$ cat src/design/table_sine_cosine_interp_macros.svh
`ifndef TABLE_SINE_COSINE_INTERP_MACROS_SVH
`define TABLE_SINE_COSINE_INTERP_MACROS_SVH

// Same-cycle implication on i_clk, off while i_rst_n is low
`define TSCI_ASSERT_NOW(name, ante, cons, msg) \
    name: assert property (@(posedge i_clk) disable iff (!i_rst_n) (ante) |-> (cons)) \
        else $error(msg);

// Next-cycle implication on i_clk, off while i_rst_n is low
`define TSCI_ASSERT_NEXT(name, ante, cons, msg) \
    name: assert property (@(posedge i_clk) disable iff (!i_rst_n) (ante) |=> (cons)) \
        else $error(msg);

`endif

$ cat src/design/tsci_pkg.sv
package tsci_pkg;

    localparam int TABLE_SIZE    = 1024;
    localparam int FRACTION_BITS = 16;
    localparam int ANGLE_W       = 32;
    localparam int VALUE_W       = 18;

    localparam logic CMD_SIN = 1'b0;
    localparam logic CMD_COS = 1'b1;

    // pi in Q62
    localparam logic [63:0] PI_Q62  = 64'hC90FDAA22168C235;
    localparam logic [63:0] PI_FB   = ((PI_Q62 >> (61 - FRACTION_BITS)) + 64'd1) >> 1;
    localparam logic [63:0] HALF_PI = PI_FB / 64'd2;
    localparam logic [63:0] TWO_PI  = PI_FB * 64'd2;
    localparam logic [63:0] N1      = 64'(TABLE_SIZE - 1);

    // Bias that makes every wrapped angle non-negative, a multiple of 2pi
    localparam logic [63:0] OFFSET = ((64'd2147483648 + TWO_PI - 64'd1) / TWO_PI) * TWO_PI;
    localparam logic [63:0] X_MAX  = 64'd2147483647 + HALF_PI + OFFSET;
    localparam int XW              = $clog2(X_MAX + 64'd1);
    localparam logic [63:0] RECIP_X = (64'd1 << XW) / TWO_PI;
    localparam int RXW             = $clog2(RECIP_X + 64'd1);
    localparam logic [63:0] Q_MAX  = X_MAX / TWO_PI;
    localparam int QW              = $clog2(Q_MAX + 64'd1);
    localparam int MODW            = $clog2(TWO_PI * 64'd2);
    localparam int TW              = $clog2(TWO_PI);
    localparam int MW              = $clog2(HALF_PI + 64'd1);

    // Table position p = m * (TABLE_SIZE-1), split by HALF_PI
    localparam logic [63:0] P_MAX   = HALF_PI * N1;
    localparam int PW               = $clog2(P_MAX + 64'd1);
    localparam logic [63:0] RECIP_P = (64'd1 << PW) / HALF_PI;
    localparam int RPW              = $clog2(RECIP_P + 64'd1);
    localparam int IW               = $clog2(TABLE_SIZE);
    localparam logic [63:0] RECIP_F = (64'd1 << (MW + FRACTION_BITS)) / HALF_PI;
    localparam int RFW              = $clog2(RECIP_F + 64'd1);

    localparam int SW = FRACTION_BITS + 1;
    localparam int RW = (SW + 1 > VALUE_W) ? SW + 1 : VALUE_W;

    localparam int FRONT_STAGES = 5;
    localparam int QAW          = 3;
    localparam int QDEPTH       = 1 << QAW;
    localparam int QCW          = QAW + 1;

    typedef struct packed {
        logic          neg;
        logic [MW-1:0] m;
    } t_item;

    typedef struct packed {
        logic           empty;
        logic [QCW-1:0] count;
    } t_qstat;

    typedef logic [TABLE_SIZE-1:0][SW-1:0] t_rom;

    // (a * b) >> 60
    function automatic logic [63:0] mul_q60(input logic [63:0] a, input logic [63:0] b);
        logic [127:0] prod;
        prod = {64'd0, a} * {64'd0, b};
        return prod[123:60];
    endfunction

    // Shift-and-subtract quotient of num by den
    function automatic logic [63:0] udiv_q(input logic [63:0] num, input logic [63:0] den);
        logic [64:0] rem;
        logic [63:0] quo;
        rem = '0;
        quo = '0;
        for (int b = 63; b >= 0; b--) begin
            rem = {rem[63:0], num[b]};
            if (rem >= {1'b0, den}) begin
                rem    = rem - {1'b0, den};
                quo[b] = 1'b1;
            end
        end
        return quo;
    endfunction

    // Taylor series of sine, Q60 in and out
    function automatic logic [63:0] sin_q60(input logic [63:0] t);
        logic [63:0] t2;
        logic [63:0] term;
        logic [63:0] sum;
        logic [63:0] den;
        logic        done;
        t2   = mul_q60(t, t);
        term = t;
        sum  = t;
        done = 1'b0;
        for (int k = 1; k <= 20; k++) begin
            if (!done) begin
                den  = 64'(2 * k) * 64'(2 * k + 1);
                term = udiv_q(mul_q60(term, t2), den);
                if (term == 64'd0) begin
                    done = 1'b1;
                end else if ((k & 1) == 1) begin
                    sum = sum - term;
                end else begin
                    sum = sum + term;
                end
            end
        end
        return sum;
    endfunction

    function automatic logic [SW-1:0] rom_entry(input logic [63:0] i);
        logic [63:0] half;
        logic [63:0] q;
        logic [63:0] r;
        logic [63:0] t;
        logic [63:0] s;
        half = PI_Q62 >> 3;
        q    = half / N1;
        r    = half % N1;
        t    = q * i + (r * i) / N1;
        s    = sin_q60(t);
        return SW'(((s >> (59 - FRACTION_BITS)) + 64'd1) >> 1);
    endfunction

    function automatic t_rom build_rom();
        t_rom rom;
        for (int i = 0; i < TABLE_SIZE; i++) begin
            rom[i] = rom_entry(64'(i));
        end
        return rom;
    endfunction

endpackage

$ cat src/design/tsci_front.sv
`include "table_sine_cosine_interp_macros.svh"

module tsci_front
    import tsci_pkg::*;
(
    input  logic                      i_clk,
    input  logic                      i_rst_n,
    input  logic                      i_valid,
    output logic                      o_stall,
    input  logic                      i_cmd,
    input  logic signed [ANGLE_W-1:0] i_angle,
    input  t_qstat                    i_qstat,
    output logic                      o_push,
    output t_item                     o_item
);

    logic [FRONT_STAGES:1] r_v;
    logic [XW-1:0]         r_x1;
    logic [XW-1:0]         r_x2;
    logic [QW-1:0]         r_q2;
    logic [MODW-1:0]       r_r3;
    logic [TW-1:0]         r_m4;
    t_item                 r_item5;

    logic [XW-1:0]         n_x1;
    logic [QW-1:0]         n_q2;
    logic [MODW-1:0]       n_r3;
    logic [TW-1:0]         n_m4;
    t_item                 n_item5;

    logic [XW+RXW-1:0]     q_prod;
    logic [QCW:0]          inflight;
    logic                  accept;
    logic                  le_h;
    logic                  le_pi;
    logic                  le_3h;

    // Hold off upstream unless every transaction in flight has a queue slot
    always_comb begin
        inflight = '0;
        for (int s = 1; s <= FRONT_STAGES; s++) begin
            inflight = inflight + (QCW + 1)'(r_v[s]);
        end
    end

    assign o_stall = ({1'b0, i_qstat.count} + inflight) >= (QCW + 1)'(QDEPTH);
    assign accept  = i_valid && !o_stall;

    assign n_x1 = {{(XW - ANGLE_W){i_angle[ANGLE_W-1]}}, i_angle} + XW'(OFFSET)
                + ((i_cmd == CMD_COS) ? XW'(HALF_PI) : XW'(0));

    // Quotient estimate by reciprocal, low by at most one
    assign q_prod = r_x1 * RXW'(RECIP_X);
    assign n_q2   = QW'(q_prod >> XW);
    assign n_r3   = MODW'(r_x2 - XW'(r_q2 * XW'(TWO_PI)));
    assign n_m4   = (r_r3 >= MODW'(TWO_PI)) ? TW'(r_r3 - MODW'(TWO_PI)) : TW'(r_r3);

    // Fold into the first quadrant; negate in the lower half-turn
    always_comb begin
        le_h  = r_m4 <= TW'(HALF_PI);
        le_pi = r_m4 <= TW'(PI_FB);
        le_3h = r_m4 <= TW'(PI_FB + HALF_PI);
        n_item5.neg = !le_pi;
        if (le_h) begin
            n_item5.m = MW'(r_m4);
        end else if (le_pi) begin
            n_item5.m = MW'(TW'(PI_FB) - r_m4);
        end else if (le_3h) begin
            n_item5.m = MW'(r_m4 - TW'(PI_FB));
        end else begin
            n_item5.m = MW'((TW + 1)'(TWO_PI) - (TW + 1)'(r_m4));
        end
    end

    always_ff @(posedge i_clk) begin
        if (!i_rst_n) begin
            r_v <= '0;
        end else begin
            r_v <= {r_v[FRONT_STAGES-1:1], accept};
        end
    end

    always_ff @(posedge i_clk) begin
        r_x1    <= n_x1;
        r_x2    <= r_x1;
        r_q2    <= n_q2;
        r_r3    <= n_r3;
        r_m4    <= n_m4;
        r_item5 <= n_item5;
    end

    assign o_push = r_v[FRONT_STAGES];
    assign o_item = r_item5;

    `TSCI_ASSERT_NOW(a_wrap_one_step, r_v[3], r_r3 < MODW'(TWO_PI * 64'd2), "wrap estimate off by more than one")

endmodule

$ cat config.mk
export PLATFORM = sky130hd
export DESIGN_NAME = tsci_front
export DESIGN_NICKNAME = d
export VERILOG_FILES = /design/src/design/tsci_pkg.sv /design/src/design/tsci_front.sv
export VERILOG_INCLUDE_DIRS = /design/src /design/src/design
export SDC_FILE = /design/constraint.sdc
export NUM_CORES = 1
export LEC_CHECK = 0
export BUFFER_PORTS_ARGS = -buffer_cell sky130_fd_sc_hd__buf_2
export CAP_MARGIN = 20
export CELL_PAD_IN_SITES_DETAIL_PLACEMENT = 0
export CELL_PAD_IN_SITES_GLOBAL_PLACEMENT = 1
export CORE_MARGIN = 4
export CORE_UTILIZATION = 35
export DETAILED_ROUTE_END_ITERATION = 10
export PLACE_DENSITY_LB_ADDON = 0.1
export SLEW_MARGIN = 15
export SYNTH_ARGS = -nofsm -noshare
export SYNTH_HDL_FRONTEND = slang
export SYNTH_SLANG_ARGS = --single-unit
$ cat constraint.sdc
create_clock -name i_clk -period 5.43 [get_ports i_clk]
set_input_delay 1.086 -clock i_clk [delete_from_list [all_inputs] [get_ports i_clk]]
set_output_delay 1.086 -clock i_clk [all_outputs]
set_load 0.05 [all_outputs]
# Word-level counts from Yosys, hierarchy flattened
# Cells that the tools add are included.
# W data, S select, Z words.
# word_totals
register_bits,129
in_bits,41
romBits,0
memories,0
latch_bits,0
elab_cells,35
mem_bits_rw,0
# op_classes
n_div,0
add_sub_neg,12
n_reduce_logical,3
n_shift,0
mul,2
n_lt_le_gt_ge,5
eq_ne,0
bitwise_logic,0
mux,5
# ops
cell,n
$mux W17,4
$mul A33 B13 Y45 const B,1
$add A33 B17 Y33,1
$add A33 B32 Y33 const B,1
$ge A20 B19 Y1 const B,1
$sub A20 B20 Y20,1
$le A19 B17 Y1 const B,1
$le A19 B18 Y1 const B,1
$le A19 B19 Y1 const B,1
$mul A14 B18 Y19 const B,1
$mux W19,1
$sub A19 B19 Y19 const B,1
$sub A15 B17 Y17 const A,1
$sub A17 B17 Y17 const A,1
$sub A17 B17 Y17 const B,1
$add A4 B1 Y5,1
$add A4 B5 Y5,1
$ge A5 B4 Y1 const B,1
$add A3 B1 Y4,1
$add A2 B1 Y3,1
$add A1 B1 Y2,1
$logic_not A1 Y1,2
$logic_and A1 B1 Y1,1

# Depth between registers and ports, before layout
# Gate-level depths: netlist of the first run.
# depth
ltp_word,8
mapped_depth,24
depth_no_buf,24

# Worst setup path before layout of the first run
# Ideal clock, no wire load.
# synth_timing
path_type,register to register
from,reg r_q2[11]
to,reg r_r3[18]
setup_time_ns,0.058
slack_ns,-0.530
stages_incl_launch_ff,21
arrival_ns,5.902
required_time_ns,5.372
path_cell_list,dfxtp_1 > fa_1 > inv_1 > fa_1 > fa_1 > inv_1 > fa_1 > inv_1 > fa_1 > inv_1 > fa_1 > ha_1 > nand2_1 > o21ai_0 > a211oi_1 > or3_1 > xnor2_1 > ha_1 > or4b_2 > o211ai_1 > a211o_1
# synth_via
elab_chain_len,2
# synth_lines
element,line_no,rtl
from (decl),tsci_front.sv:20,logic [QW-1:0] r_q2;
from (signal assigned),tsci_front.sv:86,r_q2 <= n_q2;
$mul A14 B18 Y19,tsci_front.sv:55,assign n_r3 = MODW'(r_x2 - XW'(r_q2 * XW'(TWO_PI)));
$sub A20 B20 Y20,tsci_front.sv:55,
named net n_r3[18],tsci_front.sv:27,logic [MODW-1:0] n_r3;
to (signal assigned),tsci_front.sv:87,r_r3 <= n_r3;
to (decl),tsci_front.sv:21,logic [MODW-1:0] r_r3;
# The timed path passes the listed nets, and every way through them passes these cells.
# A chain may end at the register's enable or synchronous reset.

# Final worst setup path of the first run
# layout_timing
from,reg r_q2[9]
to,reg r_r3[18]
# The elaborated chain is that of the path after synthesis.

==> impl_metrics.csv, run 1 <==
group,metric,value,unit
status,status,"complete, but fails checks",
status,violations,"setup timing",
timing,max_freq,179,MHz
synth,syn_inst,1564,
floorplanning,initial_core_util,35.8,%
worst_setup_path,cp-end-kind,"register",
route,vias,10900,
timing,tightest_slew,960,ps
global_routing,busiest_layer,"met2",
layout,drive_above_1_share,20.2,%
clock_tree,cts_sinks,129,
timing,finalHoldViolCount,0,
synth,async_flop_share,0,%
layout,n_antenna_cell,0,
clock_tree,cts_tree,"yes",
floorplanning,die_h,219,µm
floorplanning,die_w,219,µm
global_routing,grt_antenna_before_repair,0,
global_routing,met2_usage,24.6,%
clock_tree,clock_latency,450,ps
global_routing,grt_first_pass_wirelength,57.4,mm
placed_design,pre_cts_ws,-237,ps
timing,setup_violations,2,
synth,syn_nets,2097,
clock_tree,cts_buffers,17,
route,drt_iter0_drc,325,
global_routing,use_met1,21.0,%
synth,synth_flop_cell,"dfxtp_1",
synth,syn_area_per_cell,9.95,µm²
floorplanning,core_area,0.0435,mm²
placed_design,dp_hpwl,29.7,mm
global_routing,grt_max_degree,17,
worst_setup_path,cp.arrival,5990,ps
floorplanning,dieArea,0.0479,mm²
synth,syn_area,0.0156,mm²
synth,yosysUniqueCellTypes,76,
placed_design,port_buffers,59,
clock_tree,cts_hold_buf,0,
timing,min_period_over_period,103,%
timing,setup_ws,-172,ps
global_routing,overflow,0,
worst_setup_path,critPathMaxFanout,4,
route,firstDrtPassIters,4,
layout,nets,2326,
synth,synth_edf_count,0,
timing,rsz0062_at_grt,"true",
clock_tree,cts.htree.levels,4,
global_routing,grt_usage,15.0,%
clock_tree,cts-root-buf,"clkbuf_16",
job,cap_violations,0,
global_routing,grt_pass1_vias,11600,
timing,finClkSkew,13.5,ps
route,avgViaCountPerCell,4.56,
global_routing,grt_util_met3,2.24,%
layout,area_growth,21.5,%
route,drt_wl_total,33.5,mm
route,wire_per_inst,14.0,µm
layout,ff_latch_area,0.00262,mm²
layout,multi_input_area,0.0122,mm²
floorplanning,row_count,76,
worst_setup_path,path_class,"reg -> reg",
placed_design,place_congestion,0.827,
worst_setup_path,crit_path_start_kind,"register",
clock_tree,clkSlewWorstSetupHoldPaths,60,ps
timing,final_max_slew_viol_count,0,
min_path,hp-class,"reg -> reg",
timing,post-route-min-period,5600,ps
synth,synth_seq_cells,129,
clock_tree,clock_path_buffers,2,
route,final_antenna_net_count,0,
synth,ys_seq_area_share,16.6,%
worst_setup_path,required,5820,ps
floorplanning,ios,61,
layout,fill_cells,4295,
route,drc,0,
synth,ys_warn_count,0,
timing,slew_headroom,34.3,%
## layout make-up
type,instances,share of cell area [%]
multi-input cells,1084,64.3
flip-flops and latches,129,13.9
repair buffers,224,8.23
inverters,337,6.70
well taps,585,3.87
clock buffers,20,2.47
clock inverters,10,0.530
## path summary, 6_finish.rpt
check                from  endpoint  slack (ps)  depth (start not counted)
setup / recovery  r_q2[9]  r_r3[18]        -170                         20
hold / removal    r_r3[0]   r_m4[0]         330                          0
setup reg to reg  r_q2[9]  r_r3[18]        -170                         20
hold reg to reg   r_r3[0]   r_m4[0]         330                          0
## worst max-delay path: stages, from the launching register on
cell	delay (ps)
dfxtp_2	320
fa_1	570
inv_2	50
fa_1	480
fa_1	500
inv_1	50
fa_1	480
inv_1	50
fa_1	480
inv_1	50
fa_1	480
ha_4	200
nor3_1	200
o211ai_1	170
a31oi_1	220
o21ai_1	90
xnor2_1	130
ha_1	350
or4b_4	470
o211ai_1	90
a211o_1	120
## repair_timing
action                                  in CTS  in global routing
gates resized for setup                     34                 75
pin swaps                                   15                 50
buffers inserted                             3                  4
endpoints found under the setup margin      14                 16
## state kept, by name, indices dropped and copies added, names as in the netlist
| register | flops |
|---|---|
| r_x1 | 33 |
| r_m4 | 19 |
| r_q2 | 14 |
| o_item | 18 |
| r_x2 | 20 |
| r_v | 5 |
| r_r3 | 20 |
## cells by family (layout without fill, tap and decap cells)
| group | after synthesis | after routing | synth area share [%] |
|---|---|---|---|
| AOI/OAI and AO/OA | 217 | 217 | 9.18 |
| muxes | 4 | 4 | 0.257 |
| DFF | 129 | 129 | 16.6 |
| buffers and inverters | 351 | 591 | 8.59 |
| xor gates and xnor gates | 124 | 124 | 7.08 |
| adders and majority gates | 492 | 492 | 50.4 |
| and+or+nand+nor | 247 | 247 | 7.86 |
## Yosys cell counts, drive strengths merged, types with 8 or more instances
cell | count | area share (%)
a21o | 14 | 0.68
a21oi | 69 | 2.3
a31oi | 16 | 0.68
and2 | 12 | 0.50
and3 | 14 | 0.56
buf | 8 | 0.31
dfxtp | 129 | 17
fa | 225 | 29
ha | 267 | 21
inv | 337 | 8.1
nand2 | 64 | 1.5
nand2b | 9 | 0.36
nand3 | 26 | 0.84
nor2 | 51 | 1.2
nor2b | 11 | 0.44
nor3 | 29 | 0.93
o21a | 9 | 0.43
o21ai | 39 | 1.3
o21bai | 13 | 0.63
xnor2 | 87 | 4.9
xor2 | 36 | 2.0
## placed cells by master (no fill, tap or decap), drive strengths merged, types with 4 or more instances in the layout
cell	netlist	routed
and2	12	12
o211ai	6	6
o21a	9	9
nor2b	11	11
dfxtp	129	129
nand3	26	26
nand2	64	64
a211oi	6	6
o31a	4	4
mux2i	4	4
xnor2	87	87
ha	267	267
nor3	29	29
buf	8	224
nand2b	9	9
clkinvlp	0	4
o21ai	39	39
o22ai	4	4
xor2	36	36
a31oi	16	16
nor2	51	51
and3	14	14
o21bai	13	13
a21o	14	14
nand4	6	6
or3	6	6
or2	5	5
a21oi	69	69
clkbuf	6	20
inv	337	341
a21boi	5	5
fa	225	225
## per-stage QoR
stage | instances | setup TNS [ps] | hold slack [ps] | instance area (µm²) | utilization (%)
floorplan | 1564 | -67.0 | 310 | 15600 | -
global placement | 2352 | -1910 | 312 | 17800 | 40.8
detailed placement | 2352 | -1760 | 312 | 17800 | 40.8
CTS | 2385 | -380 | 326 | 18500 | 42.5
global route | 2389 | -1310 | 338 | 18900 | 43.5
finish | 2389 | -286 | 326 | 18900 | 43.5
## metal layers
metal | vias up | share of wire (%)
met5 | - | 0
met2 | 78 | 48
li1 | 5528 | -
met1 | 5273 | 49
met4 | 0 | 1.2
met3 | 21 | 2.0
Power of run 1 is left out: the tool's default activity adds up to more than one toggle a clock period on the data nets, which glitch-free logic cannot reach.
==> run 2: changes to the inputs <==
--- a/config.mk
+++ b/config.mk
@@ -14,6 +14,7 @@
 export CORE_UTILIZATION = 35
 export DETAILED_ROUTE_END_ITERATION = 10
 export PLACE_DENSITY_LB_ADDON = 0.1
+export RECOVER_POWER = 50
 export SLEW_MARGIN = 15
 export SYNTH_ARGS = -nofsm -noshare
 export SYNTH_HDL_FRONTEND = slang
==> run 2 against run 1 <==
Compared with the run above: the flow still finishes with violations (setup timing); die area unchanged; clock skew fell by 0.83 ps; sequential share of layout area fell by 0.056 points; sequential cell count unchanged; critical path depth unchanged.
==> impl_metrics.csv, run 2 (synthesis results as in run 1) <==
group,metric,value,unit
global_routing,grt_max_degree,17,
worst_setup_path,critPathMaxFanout,4,
worst_setup_path,cp-end-kind,"register",
layout,final_util,43.2,%
timing,max_freq,179,MHz
placed_design,dp_hpwl,29.7,mm
route,drt_iter0_drc,319,
timing,min_period_over_period,103,%
clock_tree,cts_hold_buf,0,
layout,layout_commonest_cell,"inv_1",
clock_tree,cts_buffers,17,
placed_design,port_buffers,59,
layout,largest_register_ffs,33,
job,cap_violations,0,
worst_setup_path,crit_path_start_kind,"register",
timing,finClkSkew,12.7,ps
placed_design,post_dp_cell_area,0.0178,mm²
global_routing,grt_pass1_vias,11600,
timing,tightest_slew,960,ps
layout,nets,2326,
global_routing,grt_usage,15.0,%
timing,slew_headroom,34.3,%
min_path,hp-class,"reg -> reg",
timing,setup_violations,3,
layout,largest-register,"r_x1",
worst_setup_path,cpLargestDelayFamily,"adder cells",
placed_design,place_congestion,0.827,
clock_tree,cts_sinks,129,
worst_setup_path,max_stage_delay,570,ps
status,violations,"setup timing",
layout,final_cell_count_no_fill,2389,
floorplanning,initial_core_util,35.8,%
timing,final_max_slew_viol_count,0,
route,wire_per_inst,14.0,µm
route,drc,0,
layout,drive_above_1_share,17.8,%
floorplanning,row_count,76,
timing,rsz0062_at_grt,"true",
timing,finalHoldViolCount,0,
clock_tree,cts-root-buf,"clkbuf_16",
layout,layout_common_cells,"331 x inv_1, 246 x ha_1, 222 x fa_1, 152 x buf_4, 119 x dfxtp_1",
floorplanning,die_w,219,µm
worst_setup_path,required,5820,ps
global_routing,grt_first_pass_wirelength,57.4,mm
floorplanning,core_area,0.0435,mm²
layout,area_growth,20.8,%
layout,n_antenna_cell,0,
worst_setup_path,crit_path_frequent_cell,"fa_1",
route,avgViaCountPerCell,4.57,
floorplanning,die_h,219,µm
floorplanning,ios,61,
clock_tree,cts_tree,"yes",
layout,fin_area,0.0188,mm²
clock_tree,clock_path_buffers,2,
worst_setup_path,cp_cell_sequence,"fa_1 > inv_2 > fa_1 > fa_1 > inv_1 > fa_1 > inv_1 > fa_1 > inv_1 > fa_1 > ha_4 > nor3_1 > o211ai_1 > a31oi_1 > o21ai_1 > xnor2_1 > ha_1 > or4b_4 > o211ai_1 > a211o_1",
placed_design,pre_cts_ws,-237,ps
clock_tree,clock_latency,440,ps
global_routing,grt_antenna_before_repair,0,
worst_setup_path,cp_slowest_cell,"fa_1",
timing,post-route-min-period,5600,ps
placed_design,placedCellCount,2352,
clock_tree,cts.htree.levels,4,
clock_tree,clkSlewWorstSetupHoldPaths,60,ps
floorplanning,dieArea,0.0479,mm²
layout,top_regs,"r_x1: 33 flops, r_r3: 20 flops, r_x2: 20 flops",
route,firstDrtPassIters,4,
global_routing,overflow,0,
status,status,"complete, but fails checks",
worst_setup_path,cp.arrival,5990,ps
route,vias,10900,
route,final_antenna_net_count,0,
worst_setup_path,path_class,"reg -> reg",
timing,setup_ws,-169,ps
layout,fill_cells,4324,
worst_setup_path,cp_num_buf_inv,4,
route,drt_wl_total,33.6,mm
[run 2: cell count changes in the layout (fill, tap and decap cells not counted), sizes merged]
| cell | before | now |
|---|---|---|
| buf | 224 | 192 |
| clkbuf | 20 | 52 |
[run 2: worst paths after layout]
check             startpoint        to  slack, ps  cells after the start
setup reg to reg     r_q2[9]  r_r3[18]       -170                     20
setup / recovery     r_q2[9]  r_r3[18]       -170                     20
hold reg to reg      r_r3[0]   r_m4[0]        330                      0
hold / removal       r_r3[0]   r_m4[0]        330                      0
[run 2: per-stage QoR]
stage	setup TNS (ps)	hold slack, ps
after floorplan	-67.0	310
after global placement	-1910	312
after detailed placement	-1760	312
final	-317	326
after CTS	-380	326
after global routing	-2940	338
[run 2: final cells by class]
type / count / area, µm² / area share, %
multi-input cells: 1084 / 12200 / 64.7
repair buffers: 224 / 1480 / 7.87
well taps: 585 / 732 / 3.90
inverters: 337 / 1260 / 6.73
flip-flops and latches: 129 / 2590 / 13.8
clock inverters: 10 / 100 / 0.533
clock buffers: 20 / 467 / 2.48
[run 2: timing repair]
item	CTS	global route
gates resized for setup	34	75
endpoints found under the hold margin	0	0
pin swaps	15	50
setup endpoints to repair	14	16
setup buffers	3	4
[run 2: metal layers]
layer / vias to the layer above / GRT usage, % / share of wire (%)
met4: 0 / 3.37 / 1.2
li1: 5532 / - / -
met1: 5294 / 21.0 / 49
met5: - / 0 / 0
met2: 73 / 24.6 / 48
met3: 21 / 2.24 / 2.0
[run 2: worst reg2reg max path, stage by stage (launching register included)]
cell and delay [ps]:
dfxtp_2 320, fa_1 570, inv_2 50, fa_1 480, fa_1 500, inv_1 50, fa_1 480, inv_1 50
fa_1 470, inv_1 50, fa_1 480, ha_4 200, nor3_1 210, o211ai_1 170, a31oi_1 220, o21ai_1 90
xnor2_1 130, ha_1 350, or4b_4 470, o211ai_1 90, a211o_1 120
Power of run 2 is left out for the same reason.
