[src/design/table_sine_cosine_interp_macros.svh]
`ifndef TABLE_SINE_COSINE_INTERP_MACROS_SVH
`define TABLE_SINE_COSINE_INTERP_MACROS_SVH

// Same-cycle implication on i_clk, off while i_rst_n is low
`define TSCI_ASSERT_NOW(name, ante, cons, msg) \
    name: assert property (@(posedge i_clk) disable iff (!i_rst_n) (ante) |-> (cons)) \
        else $error(msg);

// Next-cycle implication on i_clk, off while i_rst_n is low
`define TSCI_ASSERT_NEXT(name, ante, cons, msg) \
    name: assert property (@(posedge i_clk) disable iff (!i_rst_n) (ante) |=> (cons)) \
        else $error(msg);

`endif

[src/design/tsci_pkg.sv]
package tsci_pkg;

    localparam int TABLE_SIZE    = 1024;
    localparam int FRACTION_BITS = 16;
    localparam int ANGLE_W       = 32;
    localparam int VALUE_W       = 18;

    localparam logic CMD_SIN = 1'b0;
    localparam logic CMD_COS = 1'b1;

    // pi in Q62
    localparam logic [63:0] PI_Q62  = 64'hC90FDAA22168C235;
    localparam logic [63:0] PI_FB   = ((PI_Q62 >> (61 - FRACTION_BITS)) + 64'd1) >> 1;
    localparam logic [63:0] HALF_PI = PI_FB / 64'd2;
    localparam logic [63:0] TWO_PI  = PI_FB * 64'd2;
    localparam logic [63:0] N1      = 64'(TABLE_SIZE - 1);

    // Bias that makes every wrapped angle non-negative, a multiple of 2pi
    localparam logic [63:0] OFFSET = ((64'd2147483648 + TWO_PI - 64'd1) / TWO_PI) * TWO_PI;
    localparam logic [63:0] X_MAX  = 64'd2147483647 + HALF_PI + OFFSET;
    localparam int XW              = $clog2(X_MAX + 64'd1);
    localparam logic [63:0] RECIP_X = (64'd1 << XW) / TWO_PI;
    localparam int RXW             = $clog2(RECIP_X + 64'd1);
    localparam logic [63:0] Q_MAX  = X_MAX / TWO_PI;
    localparam int QW              = $clog2(Q_MAX + 64'd1);
    localparam int MODW            = $clog2(TWO_PI * 64'd2);
    localparam int TW              = $clog2(TWO_PI);
    localparam int MW              = $clog2(HALF_PI + 64'd1);

    // Table position p = m * (TABLE_SIZE-1), split by HALF_PI
    localparam logic [63:0] P_MAX   = HALF_PI * N1;
    localparam int PW               = $clog2(P_MAX + 64'd1);
    localparam logic [63:0] RECIP_P = (64'd1 << PW) / HALF_PI;
    localparam int RPW              = $clog2(RECIP_P + 64'd1);
    localparam int IW               = $clog2(TABLE_SIZE);
    localparam logic [63:0] RECIP_F = (64'd1 << (MW + FRACTION_BITS)) / HALF_PI;
    localparam int RFW              = $clog2(RECIP_F + 64'd1);

    localparam int SW = FRACTION_BITS + 1;
    localparam int RW = (SW + 1 > VALUE_W) ? SW + 1 : VALUE_W;

    localparam int FRONT_STAGES = 5;
    localparam int QAW          = 3;
    localparam int QDEPTH       = 1 << QAW;
    localparam int QCW          = QAW + 1;

    typedef struct packed {
        logic          neg;
        logic [MW-1:0] m;
    } t_item;

    typedef struct packed {
        logic           empty;
        logic [QCW-1:0] count;
    } t_qstat;

    typedef logic [TABLE_SIZE-1:0][SW-1:0] t_rom;

    // (a * b) >> 60
    function automatic logic [63:0] mul_q60(input logic [63:0] a, input logic [63:0] b);
        logic [127:0] prod;
        prod = {64'd0, a} * {64'd0, b};
        return prod[123:60];
    endfunction

    // Shift-and-subtract quotient of num by den
    function automatic logic [63:0] udiv_q(input logic [63:0] num, input logic [63:0] den);
        logic [64:0] rem;
        logic [63:0] quo;
        rem = '0;
        quo = '0;
        for (int b = 63; b >= 0; b--) begin
            rem = {rem[63:0], num[b]};
            if (rem >= {1'b0, den}) begin
                rem    = rem - {1'b0, den};
                quo[b] = 1'b1;
            end
        end
        return quo;
    endfunction

    // Taylor series of sine, Q60 in and out
    function automatic logic [63:0] sin_q60(input logic [63:0] t);
        logic [63:0] t2;
        logic [63:0] term;
        logic [63:0] sum;
        logic [63:0] den;
        logic        done;
        t2   = mul_q60(t, t);
        term = t;
        sum  = t;
        done = 1'b0;
        for (int k = 1; k <= 20; k++) begin
            if (!done) begin
                den  = 64'(2 * k) * 64'(2 * k + 1);
                term = udiv_q(mul_q60(term, t2), den);
                if (term == 64'd0) begin
                    done = 1'b1;
                end else if ((k & 1) == 1) begin
                    sum = sum - term;
                end else begin
                    sum = sum + term;
                end
            end
        end
        return sum;
    endfunction

    function automatic logic [SW-1:0] rom_entry(input logic [63:0] i);
        logic [63:0] half;
        logic [63:0] q;
        logic [63:0] r;
        logic [63:0] t;
        logic [63:0] s;
        half = PI_Q62 >> 3;
        q    = half / N1;
        r    = half % N1;
        t    = q * i + (r * i) / N1;
        s    = sin_q60(t);
        return SW'(((s >> (59 - FRACTION_BITS)) + 64'd1) >> 1);
    endfunction

    function automatic t_rom build_rom();
        t_rom rom;
        for (int i = 0; i < TABLE_SIZE; i++) begin
            rom[i] = rom_entry(64'(i));
        end
        return rom;
    endfunction

endpackage

[src/design/tsci_queue.sv]
`include "table_sine_cosine_interp_macros.svh"

module tsci_queue
    import tsci_pkg::*;
(
    input  logic   i_clk,
    input  logic   i_rst_n,
    input  logic   i_push,
    input  t_item  i_item,
    input  logic   i_pop,
    output t_item  o_item,
    output t_qstat o_qstat
);

    t_item          r_mem [QDEPTH];
    logic [QAW-1:0] r_wr;
    logic [QAW-1:0] r_rd;
    logic [QCW-1:0] r_count;
    logic [QCW-1:0] n_count;

    always_comb begin
        case ({i_push, i_pop})
            2'b10:   n_count = r_count + 1'b1;
            2'b01:   n_count = r_count - 1'b1;
            default: n_count = r_count;
        endcase
    end

    always_ff @(posedge i_clk) begin
        if (!i_rst_n) begin
            r_wr    <= '0;
            r_rd    <= '0;
            r_count <= '0;
        end else begin
            if (i_push) begin
                r_wr <= r_wr + 1'b1;
            end
            if (i_pop) begin
                r_rd <= r_rd + 1'b1;
            end
            r_count <= n_count;
        end
    end

    always_ff @(posedge i_clk) begin
        if (i_push) begin
            r_mem[r_wr] <= i_item;
        end
    end

    assign o_item        = r_mem[r_rd];
    assign o_qstat.count = r_count;
    assign o_qstat.empty = (r_count == '0);

    `TSCI_ASSERT_NOW(a_no_overflow, i_push, r_count < QCW'(QDEPTH), "push into full queue")
    `TSCI_ASSERT_NOW(a_no_underflow, i_pop, r_count != '0, "pop from empty queue")
    `TSCI_ASSERT_NEXT(a_count_up, i_push && !i_pop, r_count == $past(r_count) + 1'b1, "count lost a push")

endmodule

[config.mk]
export PLATFORM = sky130hd
export DESIGN_NAME = tsci_queue
export DESIGN_NICKNAME = d
export VERILOG_FILES = /design/src/design/tsci_pkg.sv /design/src/design/tsci_queue.sv
export VERILOG_INCLUDE_DIRS = /design/src /design/src/design
export SDC_FILE = /design/constraint.sdc
export NUM_CORES = 1
export LEC_CHECK = 0
export ABC_AREA = 0
export ABC_CLOCK_PERIOD_IN_PS = 3200
export BUFFER_PORTS_ARGS = -buffer_cell sky130_fd_sc_hd__buf_2
export CORE_ASPECT_RATIO = 1.25
export CORE_MARGIN = 2
export CORE_UTILIZATION = 45
export CTS_BUF_LIST = sky130_fd_sc_hd__clkbuf_2
export DETAILED_ROUTE_END_ITERATION = 10
export GPL_TIMING_DRIVEN = 1
export PLACE_DENSITY_LB_ADDON = 0.12
export SLEW_MARGIN = 20
export SYNTH_ARGS = -nofsm -noshare
export SYNTH_HDL_FRONTEND = slang
export SYNTH_SLANG_ARGS = --single-unit
[constraint.sdc]
create_clock -name i_clk -period 3.2 [get_ports i_clk]
set_input_delay 0.96 -clock i_clk [delete_from_list [all_inputs] [get_ports i_clk]]
set_output_delay 0.96 -clock i_clk [all_outputs]
set_load 0.005 [all_outputs]
Word level (Yosys, flattened, before mapping). Memory sizes are Yosys's and may differ from the RTL's. A register that Yosys moved wholly into a read port is not among the register bits. Index checks and enable logic that the tools add are counted.

$add $sub $neg: 4. Equality and inequality tests: 2. Mux-type cells: 5. Reduce and logical (&&, ||, !) cells: 2.

Operators with widths (count): one-hot mux 4 bit (2 select lines) (1); adder 3 x 1 -> 3 bit (second input constant) (2); two-way mux 3 bit (2); adder 4 x 1 -> 4 bit (second input constant) (1); logical NOT 4 bit (1); subtractor 4 x 1 -> 4 bit (second input constant) (1); equality test 2 x 1 -> 1 bit (second input constant) (1); equality test 2 bit (second input constant) (1); two-way mux 1 bit (2); nonzero test 2 bit (1).

Register bits: 10. Bits in writable memories: 144. Input bits: 22. Output and inout bits: 23. Word-level logic and storage cells: 17. Memories: 1.

Memory list: r_mem (depth 8, bits a word 18, rd ports 1, clocked after Yosys merged registers in 1, write ports 1, line tsci_queue.sv:15) `t_item r_mem [QDEPTH];`.

Depth between registers and ports, before layout. Gate-level depths: netlist of the first run.

Depth after elaboration: 3. Mapped depth: 8. Depth with buffers taken out: 8.

Worst setup path before layout of the first run. Ideal clock, no wire load.

Path type: input-to-reg. Start: input i_push. End: memory r_mem[0][0] (netlist name), enable pin. Library setup time: 0.416 ns. Arrival: 2.322 ns. Setup slack: 0.462 ns. Stages: 2. Buffers on the path: 0. Path through: nand2b_1 -> nor3_1.

Cells in the longest elaborated chain, start to end: 2.

RTL lines: from (decl) (line tsci_queue.sv:8) `input logic i_push,`; two-way mux 1 bit (line tsci_queue.sv:46) `if (i_push) begin`; two-way mux 1 bit (not written as such) (line tsci_queue.sv:47) `r_mem[r_wr] <= i_item;`; to (decl) (line tsci_queue.sv:15).

No other way between the ends.

==> impl_metrics.ini, run 1 <==
[outcome]
outcome = complete, but fails checks
violations = setup timing

[synthesis]
postSynthCellCount = 277
ys_warn_count = 0
synth_edf_count = 144
synth_xor_area_share_pct = 0.9905
yosysMostFrequentCell = edfxtp_1
netlist.area_leader.share_pct = 69.86
ys_seq_area_share_pct = 74.07
syn-num-nets = 304
yosys_register_bits = 157
yosysUniqueCellTypes = 28
synth_fa_ha_area_share_pct = 1.011
async_reset_ff_share_pct = 0
synth_top_family_by_area = multiplexers
syn_avg_cell_area_um2 = 22.35
synth_common_cells = 144 x edfxtp_1, 36 x mux4_1, 19 x mux2_2, 13 x dfxtp_1
synthMuxAreaShare_pct = 19.39
ys_top_cells_by_area = edfxtp_1 70%, mux4_1 15%, dfxtp_1 4.2%
synth_top_area_cell = edfxtp_1
synthSimpleGateAreaFrac_pct = 2.628
synth_compound_area_share_pct = 0.5660
ys_dominant_reg_cell = edfxtp_1
syn_area_um2 = 6190

[power]
seqPwrFrac_pct = 61.1
pwr-share-comb_pct = 11.0
power_per_cell_area_nw_per_um2 = 543.7
peakVddDrop_mv = 0.2885
power_leakage_nw = 2.358
p_sw_mw = 0.8618
swShare_pct = 22.55
p_int_mw = 2.959
clkPwrFrac_pct = 27.9

[clock_tree]
clkLatencyLatePin_ns = 0.68
cts-root-buf = clkbuf_2
postCtsSetupBuffers = 0
cts_tree = yes
clk_pin_slew_ns = 0.21
cts_made_buffers = 17
cts_buffer_depth = 2
cts-htree-levels = 4
cts.sinks = 157

[drt]
drcViolationCount = 0
via_per_inst = 5.375
ant_nets = 0
first_iter_violations = 125
routed_wirelength_mm = 11.12
vias = 2854
avgRoutedWirePerCell_um = 20.95
drtPass1Iterations = 4

[sta]
setup_viol = 8
rsz0062_at_grt = yes
finalMaxSlewViolations = 0
slew_headroom_pct = 57.59
hold_violations = 0
fin_crit_ns = 3.222
timing.final.ws_setup_ns = -0.02151
fin_skew_ns = 0.02594
max_clock_freq_mhz = 310.4
tightest_slew_ns = 0.6326
min_period_over_period_pct = 100.7

[global_routing]
gr-total-overflow = 0
grt_max_degree = 37
grt_pass1_wl_mm = 16.95
antenna_found_initial = 1
grt_pass1_vias = 2952
grt_usage_pct = 16.29

[setup_path]
startpoint_type = flip-flop
critPathRequiredTime_ns = 2.24
crit_arrival_ns = 2.26
worstSetupPathType = flip-flop to output pin
rr_startpoint = r_wr[2]
path_max_fanout = 10
cp-end-kind = output pin

[die]
dieArea_um2 = 14720
top_level_ports = 45
rows = 47
die_height_um = 135.1
core_um2 = 13350
start_util_pct = 46.37
die_x_um = 108.9

[cells_and_area]
final_util_pct = 52.65
fin_cells = 531
stdcell_area_um2 = 7028
synthToLayoutAreaGrowth_pct = 13.54
nNetsFinal = 373
drive_gt1_share_pct = 39.28

[flow_run]
maxCapViolations = 0

[placed_design]
io_buffers = 44
dp_hpwl_mm = 6.322
dp.cells = 496
dpl_cell_area_um2 = 6740
preCtsSetupSlack_ns = 0.6140
gp_congestion = 0.7009

[hold_path]
hp-start = r_count[3]
hold_class = flip-flop to flip-flop
## power by group through the flow
stage | clock network [mW] | logic [mW] | registers, mW
finish | 1.07 | 0.420 | 2.33
detailed placement | 0 | 0.379 | 2.37
global placement | 0 | 0.371 | 2.37
CTS | 1.11 | 0.403 | 2.33
global route | 1.19 | 0.461 | 2.34
floorplan | 0 | 0.233 | 2.37
## worst paths after layout
check | slack (ns) | end | cells after the start
worst max register to register | 1.57 | r_mem[4][3] | 3
worst min register to register | 0.51 | r_count[3] | 2
worst min-delay path | 0.51 | r_count[3] | 2
worst max-delay path | -0.02 | o_item[1] | 4
## per-layer routing
metal | part of all wire (%) | GRT usage, % | wire (um)
met1 | 44 | 20.84 | 4900
met2 | 51 | 26.98 | 5704
met3 | 3.3 | 4.247 | 371
met4 | 1.3 | 5.556 | 148
met5 | 0 | 0 | 0
## stage by stage
stage	TNS [ns]	hold WS [ns]	power (mW)
after floorplan	0	0.4709	2.601
after global placement	0	0.4735	2.744
after detailed placement	0	0.4927	2.754
after CTS	-1.717	0.4595	3.846
after global routing	-2.331	0.4575	3.988
final	-0.09773	0.5107	3.821
## layout make-up
class	instances	area (um^2)
Fill cell	1091	6321
Sequential cell	157	4588
Multi-Input combinational cell	107	1486
Timing Repair Buffer	62	491.7
Tap cell	171	214.0
Clock inverter	14	151.4
Clock buffer	18	90.09
Inverter	1	3.754
Antenna cell	1	2.502
## critical path: stages (launching register included)
cell     delay, ns
dfxtp_4       0.46
buf_8         0.17
mux4_1        0.56
mux2_2        0.28
buf_2         0.13
## timing repair
item,CTS,global route
setup endpoints to repair,18,18
gates cloned,1,1
hold buffers,0,0
pin swaps,0,0
resized for setup,18,21
## logic make-up (layout without fill, tap and decap cells)
logic type                 after synthesis  after routing
adders and majority gates                5              5
DFF                                    157            157
muxes                                   59             59
and+or+nand+nor                         31             31
AOI/OAI and AO/OA                        5              5
xor gates and xnor gates                 7              7
other                                    0              1
buffers and inverters                   13             95
## sequential cells by signal, summed over array words and instances, names as in the netlist, named ones only
register and count:
r_mem 144, r_count 4, r_rd 3, r_wr 3
## cell usage in the layout, fill, tap and decap left out, types with 6 or more instances in the layout
cell and n:
buf_2 38, mux2_4 6, buf_4 10, mux4_1 14, buf_6 7, nor2_2 6
clkbuf_2 18, mux4_2 22, nand2_1 6, and2_1 6, dfxtp_1 12, mux2_2 13
edfxtp_1 144
No activity file was read; power rests on OpenSTA's default activity.
==> run 2, diff against run 1 <==
CELL_PAD_IN_SITES_DETAIL_PLACEMENT = 2   (was unset)
CELL_PAD_IN_SITES_GLOBAL_PLACEMENT = 2   (was unset)
==> impl_metrics.ini, run 2 (synthesis results as in run 1) <==
[die]
die_height_um = 135.1
top_level_ports = 45
rows = 47
start_util_pct = 46.37
dieArea_um2 = 14720
die_x_um = 108.9
core_um2 = 13350

[setup_path]
cp-end-kind = output pin
cp_num_buf_inv = 3
worstSetupPathType = flip-flop to output pin
slowest_stage = mux4_2
path_max_fanout = 4
rr_startpoint = r_count[1]
startpoint_type = flip-flop
critPathRequiredTime_ns = 2.24
crit_chain = buf_6 -> clkbuf_16 -> mux4_2 -> mux2_2 -> buf_2
rrSetupSlack_ns = 1.65
crit_arrival_ns = 2.37
critPathMaxStageDelay_ns = 0.52
crit_family = multiplexers

[power]
peakVddDrop_mv = 0.2731
p_sw_mw = 1.035
swShare_pct = 26.70
seqPwrFrac_pct = 60.3
pwr-share-comb_pct = 13.7
p_int_mw = 2.842
clkPwrFrac_pct = 26.0
power_leakage_nw = 2.404
power_per_cell_area_nw_per_um2 = 543.3

[drt]
routed_wirelength_mm = 14.41
first_iter_violations = 208
avgRoutedWirePerCell_um = 26.88
ant_nets = 0
vias = 2967
drcViolationCount = 0
via_per_inst = 5.535
drtPass1Iterations = 4

[sta]
hold_violations = 0
tightest_slew_ns = 0.4523
setup_viol = 18
max_clock_freq_mhz = 300.5
rsz0062_at_grt = yes
timing.final.ws_setup_ns = -0.1275
slew_headroom_pct = 69.46
min_period_over_period_pct = 104.0
fin_skew_ns = 0.03694
fin_crit_ns = 3.328
finalMaxSlewViolations = 0

[global_routing]
gr-total-overflow = 0
grt_max_degree = 37
grt_pass1_wl_mm = 20.62
grt_usage_pct = 20.32
antenna_found_initial = 1
grt_pass1_vias = 3199

[cells_and_area]
drive_gt1_share_pct = 43.41
synthToLayoutAreaGrowth_pct = 15.30
final_util_pct = 53.46
regMostFlops = r_mem
largest_register_ffs = 144
nNetsFinal = 378
final_cell_mix = 144 x edfxtp_1, 36 x mux4_2, 30 x buf_2
fin_cells = 536
largestRegisters = r_mem: 144 flops, r_count: 4 flops
layout_commonest_cell = edfxtp_1

[placed_design]
gp_congestion = 0.6530
io_buffers = 44
dp.cells = 493
dp_hpwl_mm = 7.797

[clock_tree]
cts_tree = yes
cts-root-buf = clkbuf_2
cts-htree-levels = 4
clkLatencyLatePin_ns = 0.69
hold_buffers = 0
cts.sinks = 157
cts_buffer_depth = 2
cts_made_buffers = 17
clk_pin_slew_ns = 0.25

[outcome]
outcome = complete, but fails checks
violations = setup timing

[hold_path]
hp-start = r_count[3]
hold_class = flip-flop to flip-flop

[flow_run]
maxCapViolations = 0
-- run 2: power by group through the flow --
stage	clock network (mW)	registers, mW	logic (mW)
after floorplan	0	2.37	0.233
after global placement	0	2.37	0.367
after detailed placement	0	2.38	0.386
after CTS	1.02	2.34	0.473
after global routing	1.12	2.35	0.574
final	1.01	2.34	0.531
-- run 2: what timing repair did --
item / CTS / global route
cloned: 4 / 3
setup buffers: 3 / 0
resized for setup: 47 / 24
endpoints found under the setup margin: 18 / 18
-- run 2: per-stage QoR --
stage	cell area (um^2)	hold slack [ns]	TNS (ns)	power, mW	setup WS [ns]
5_1_grt	7137	0.4319	-4.341	4.036	-0.2824
3_5_place_dp	6668	0.4841	0	2.765	0.5706
3_3_place_gp	6668	0.4705	0	2.740	0.6136
4_1_cts	6982	0.4349	-3.247	3.832	-0.2188
6_report	7137	0.5047	-1.717	3.878	-0.1275
2_1_floorplan	6190	0.4709	0	2.601	0.4618
-- run 2: tightest hold or removal path, cell delays in order, from the launching register on --
cell and delay, ns:
dfxtp_1 0.39, nand2_1 0.06, mux2i_1 0.05
-- run 2: cell type report --
type / instances / area (um^2)
clock buffers: 17 / 85.08
fillers: 1158 / 6212
flip-flops and latches: 157 / 4588
well taps: 171 / 214.0
clock inverters: 15 / 133.9
inverters: 1 / 3.754
repair buffers: 67 / 658.1
diodes: 1 / 2.502
multi-input cells: 107 / 1451
-- run 2: path summary, 6_finish.rpt --
| kind | end | depth (start not counted) |
|---|---|---|
| setup / recovery | o_item[12] | 5 |
| hold / removal | r_count[3] | 2 |
| setup reg to reg | r_count[2] | 6 |
| hold reg to reg | r_count[3] | 2 |
-- run 2: metal layers --
metal  part of all wire [%]  global-route usage [%]
met3                    3.3                   4.151
met4                    1.3                   6.125
met5                      0                       0
met1                     42                   26.90
met2                     53                   33.99
==> run 3, diff against run 2 <==
SKIP_LAST_GASP = 1   (was unset)
TNS_END_PERCENT = 1   (was unset)
==> impl_metrics.ini, run 3 (synthesis results as in run 1) <==
[setup_path]
reg2regPathDepth = 6
rr_endpoint = r_count[2]
crit_family = multiplexers
cp_num_buf_inv = 3
cp-end-kind = output pin
path_max_fanout = 4
rrSetupSlack_ns = 1.62
critPathMaxStageDelay_ns = 0.49
crit_chain = buf_12 -> clkbuf_16 -> mux4_2 -> mux2_2 -> buf_2
startpoint_type = flip-flop
worstSetupPathType = flip-flop to output pin
rr_startpoint = r_count[1]
critPathRequiredTime_ns = 2.24
crit_arrival_ns = 2.38
slowest_stage = mux4_2

[cells_and_area]
regMostFlops = r_mem
nNetsFinal = 376
fillCellCount = 1156
layout_commonest_cell = edfxtp_1
multiInputGateArea_um2 = 1406
largestRegisters = r_mem: 144 flops, r_count: 4 flops
synthToLayoutAreaGrowth_pct = 12.37
largest_register_ffs = 144
stdcell_area_um2 = 6955
final_cell_mix = 144 x edfxtp_1, 43 x buf_2, 36 x mux4_2
seq_area_um2 = 4588
drive_gt1_share_pct = 43.09

[global_routing]
grt_pass1_vias = 3204
gr-total-overflow = 0
antenna_found_initial = 1
grt_max_degree = 37
grt_pass1_wl_mm = 19.84
grt_usage_pct = 19.52

[power]
p_int_mw = 2.784
seqPwrFrac_pct = 61.6
swShare_pct = 26.66
power_leakage_nw = 2.314
p_sw_mw = 1.012
pwr-share-comb_pct = 12.0
clkPwrFrac_pct = 26.3
power_per_cell_area_nw_per_um2 = 545.8
peakVddDrop_mv = 0.2022

[sta]
max_clock_freq_mhz = 299.6
slew_headroom_pct = 69.50
fin_crit_ns = 3.338
tightest_slew_ns = 0.4516
fin_skew_ns = 0.03455
hold_violations = 0
finalMaxSlewViolations = 0
min_period_over_period_pct = 104.3
setup_viol = 18
tns_ns = -1.950
rsz0062_at_grt = yes
timing.final.ws_setup_ns = -0.1378

[die]
dieArea_um2 = 14720
core_um2 = 13350
start_util_pct = 46.37
die_height_um = 135.1
die_x_um = 108.9
top_level_ports = 45
rows = 47

[outcome]
outcome = complete, but fails checks
violations = setup timing

[clock_tree]
hold_buffers = 0
cts_tree = yes
cts.sinks = 157
clkLatencyLatePin_ns = 0.71
cts_made_buffers = 17
cts_buffer_depth = 2
clk_pin_slew_ns = 0.25
cts-htree-levels = 4
cts-root-buf = clkbuf_2

[flow_run]
maxCapViolations = 0

[placed_design]
gp_congestion = 0.6530
io_buffers = 44
dp_hpwl_mm = 7.797
dpl_cell_area_um2 = 6668

[hold_path]
hp-start = i_item[15]
hold_depth = 1
hold_end = r_mem[0][15]
hold_class = input port to flip-flop

[drt]
ant_nets = 0
drcViolationCount = 0
via_per_inst = 5.436
avgRoutedWirePerCell_um = 25.87
vias = 2903
drtPass1Iterations = 4
first_iter_violations = 179
routed_wirelength_mm = 13.81
run 3: changes by cell type in the layout (fill, tap and decap cells not counted):
| cell | delta |
|---|---|
| buf_16 | -2 |
| buf_2 | +13 |
| mux2_4 | -12 |
| buf_6 | -13 |
| mux2_2 | +12 |
run 3: through the flow:
stage | std cells | power [mW] | utilization [%] | hold WS [ns] | setup slack [ns]
2_1_floorplan | 277 | 2.601 | - | 0.4709 | 0.4618
3_3_place_gp | 493 | 2.740 | 49.95 | 0.4705 | 0.6136
3_5_place_dp | 493 | 2.765 | 49.95 | 0.4841 | 0.5706
4_1_cts | 531 | 3.796 | 52.08 | 0.4349 | -0.2188
5_1_grt | 534 | 3.942 | 52.10 | 0.4238 | -0.2574
6_report | 534 | 3.796 | 52.10 | 0.4829 | -0.1378
run 3: layer usage:
layer | global-route usage, % | vias to the layer above | share of wire (%)
met5 | 0 | - | 0
met4 | 5.556 | 0 | 1.1
met3 | 4.440 | 11 | 3.1
met2 | 32.47 | 68 | 54
met1 | 25.84 | 1538 | 42
li1 | - | 1286 | -
run 3: cell type report:
| cell class | instances | share of cell area, % |
|---|---|---|
| Multi-Input combinational cell | 107 | 20.22 |
| Sequential cell | 157 | 65.97 |
| Inverter | 1 | 0.05397 |
| Tap cell | 171 | 3.076 |
| Clock inverter | 15 | 1.925 |
| Timing Repair Buffer | 65 | 7.501 |
| Antenna cell | 1 | 0.03598 |
| Clock buffer | 17 | 1.223 |
run 3: what timing repair did:
action	CTS	global route
setup buffers	3	0
gates resized for setup	22	23
setup endpoints to repair	18	18
cloned	3	3
run 3: power by group through the flow:
stage	clock network (mW)	logic (mW)	registers, mW
6_report	1.00	0.457	2.34
5_1_grt	1.10	0.499	2.34
4_1_cts	1.02	0.438	2.34
3_5_place_dp	0	0.386	2.38
3_3_place_gp	0	0.367	2.37
2_1_floorplan	0	0.233	2.37
run 3: worst max path at each step:
stage | from | endpoint | slack [ns] | depth (start not counted)
finish | flip-flop | o_item[15] | -0.14 | 5
global route | flip-flop | o_item[15] | -0.26 | 5
CTS | flip-flop | o_item[12] | -0.22 | 5
detailed placement | i_push | r_count[2] | 0.57 | 9
global placement | flip-flop | o_item[3] | 0.61 | 4
floorplan | i_push | r_mem[0][0] | 0.46 | 2
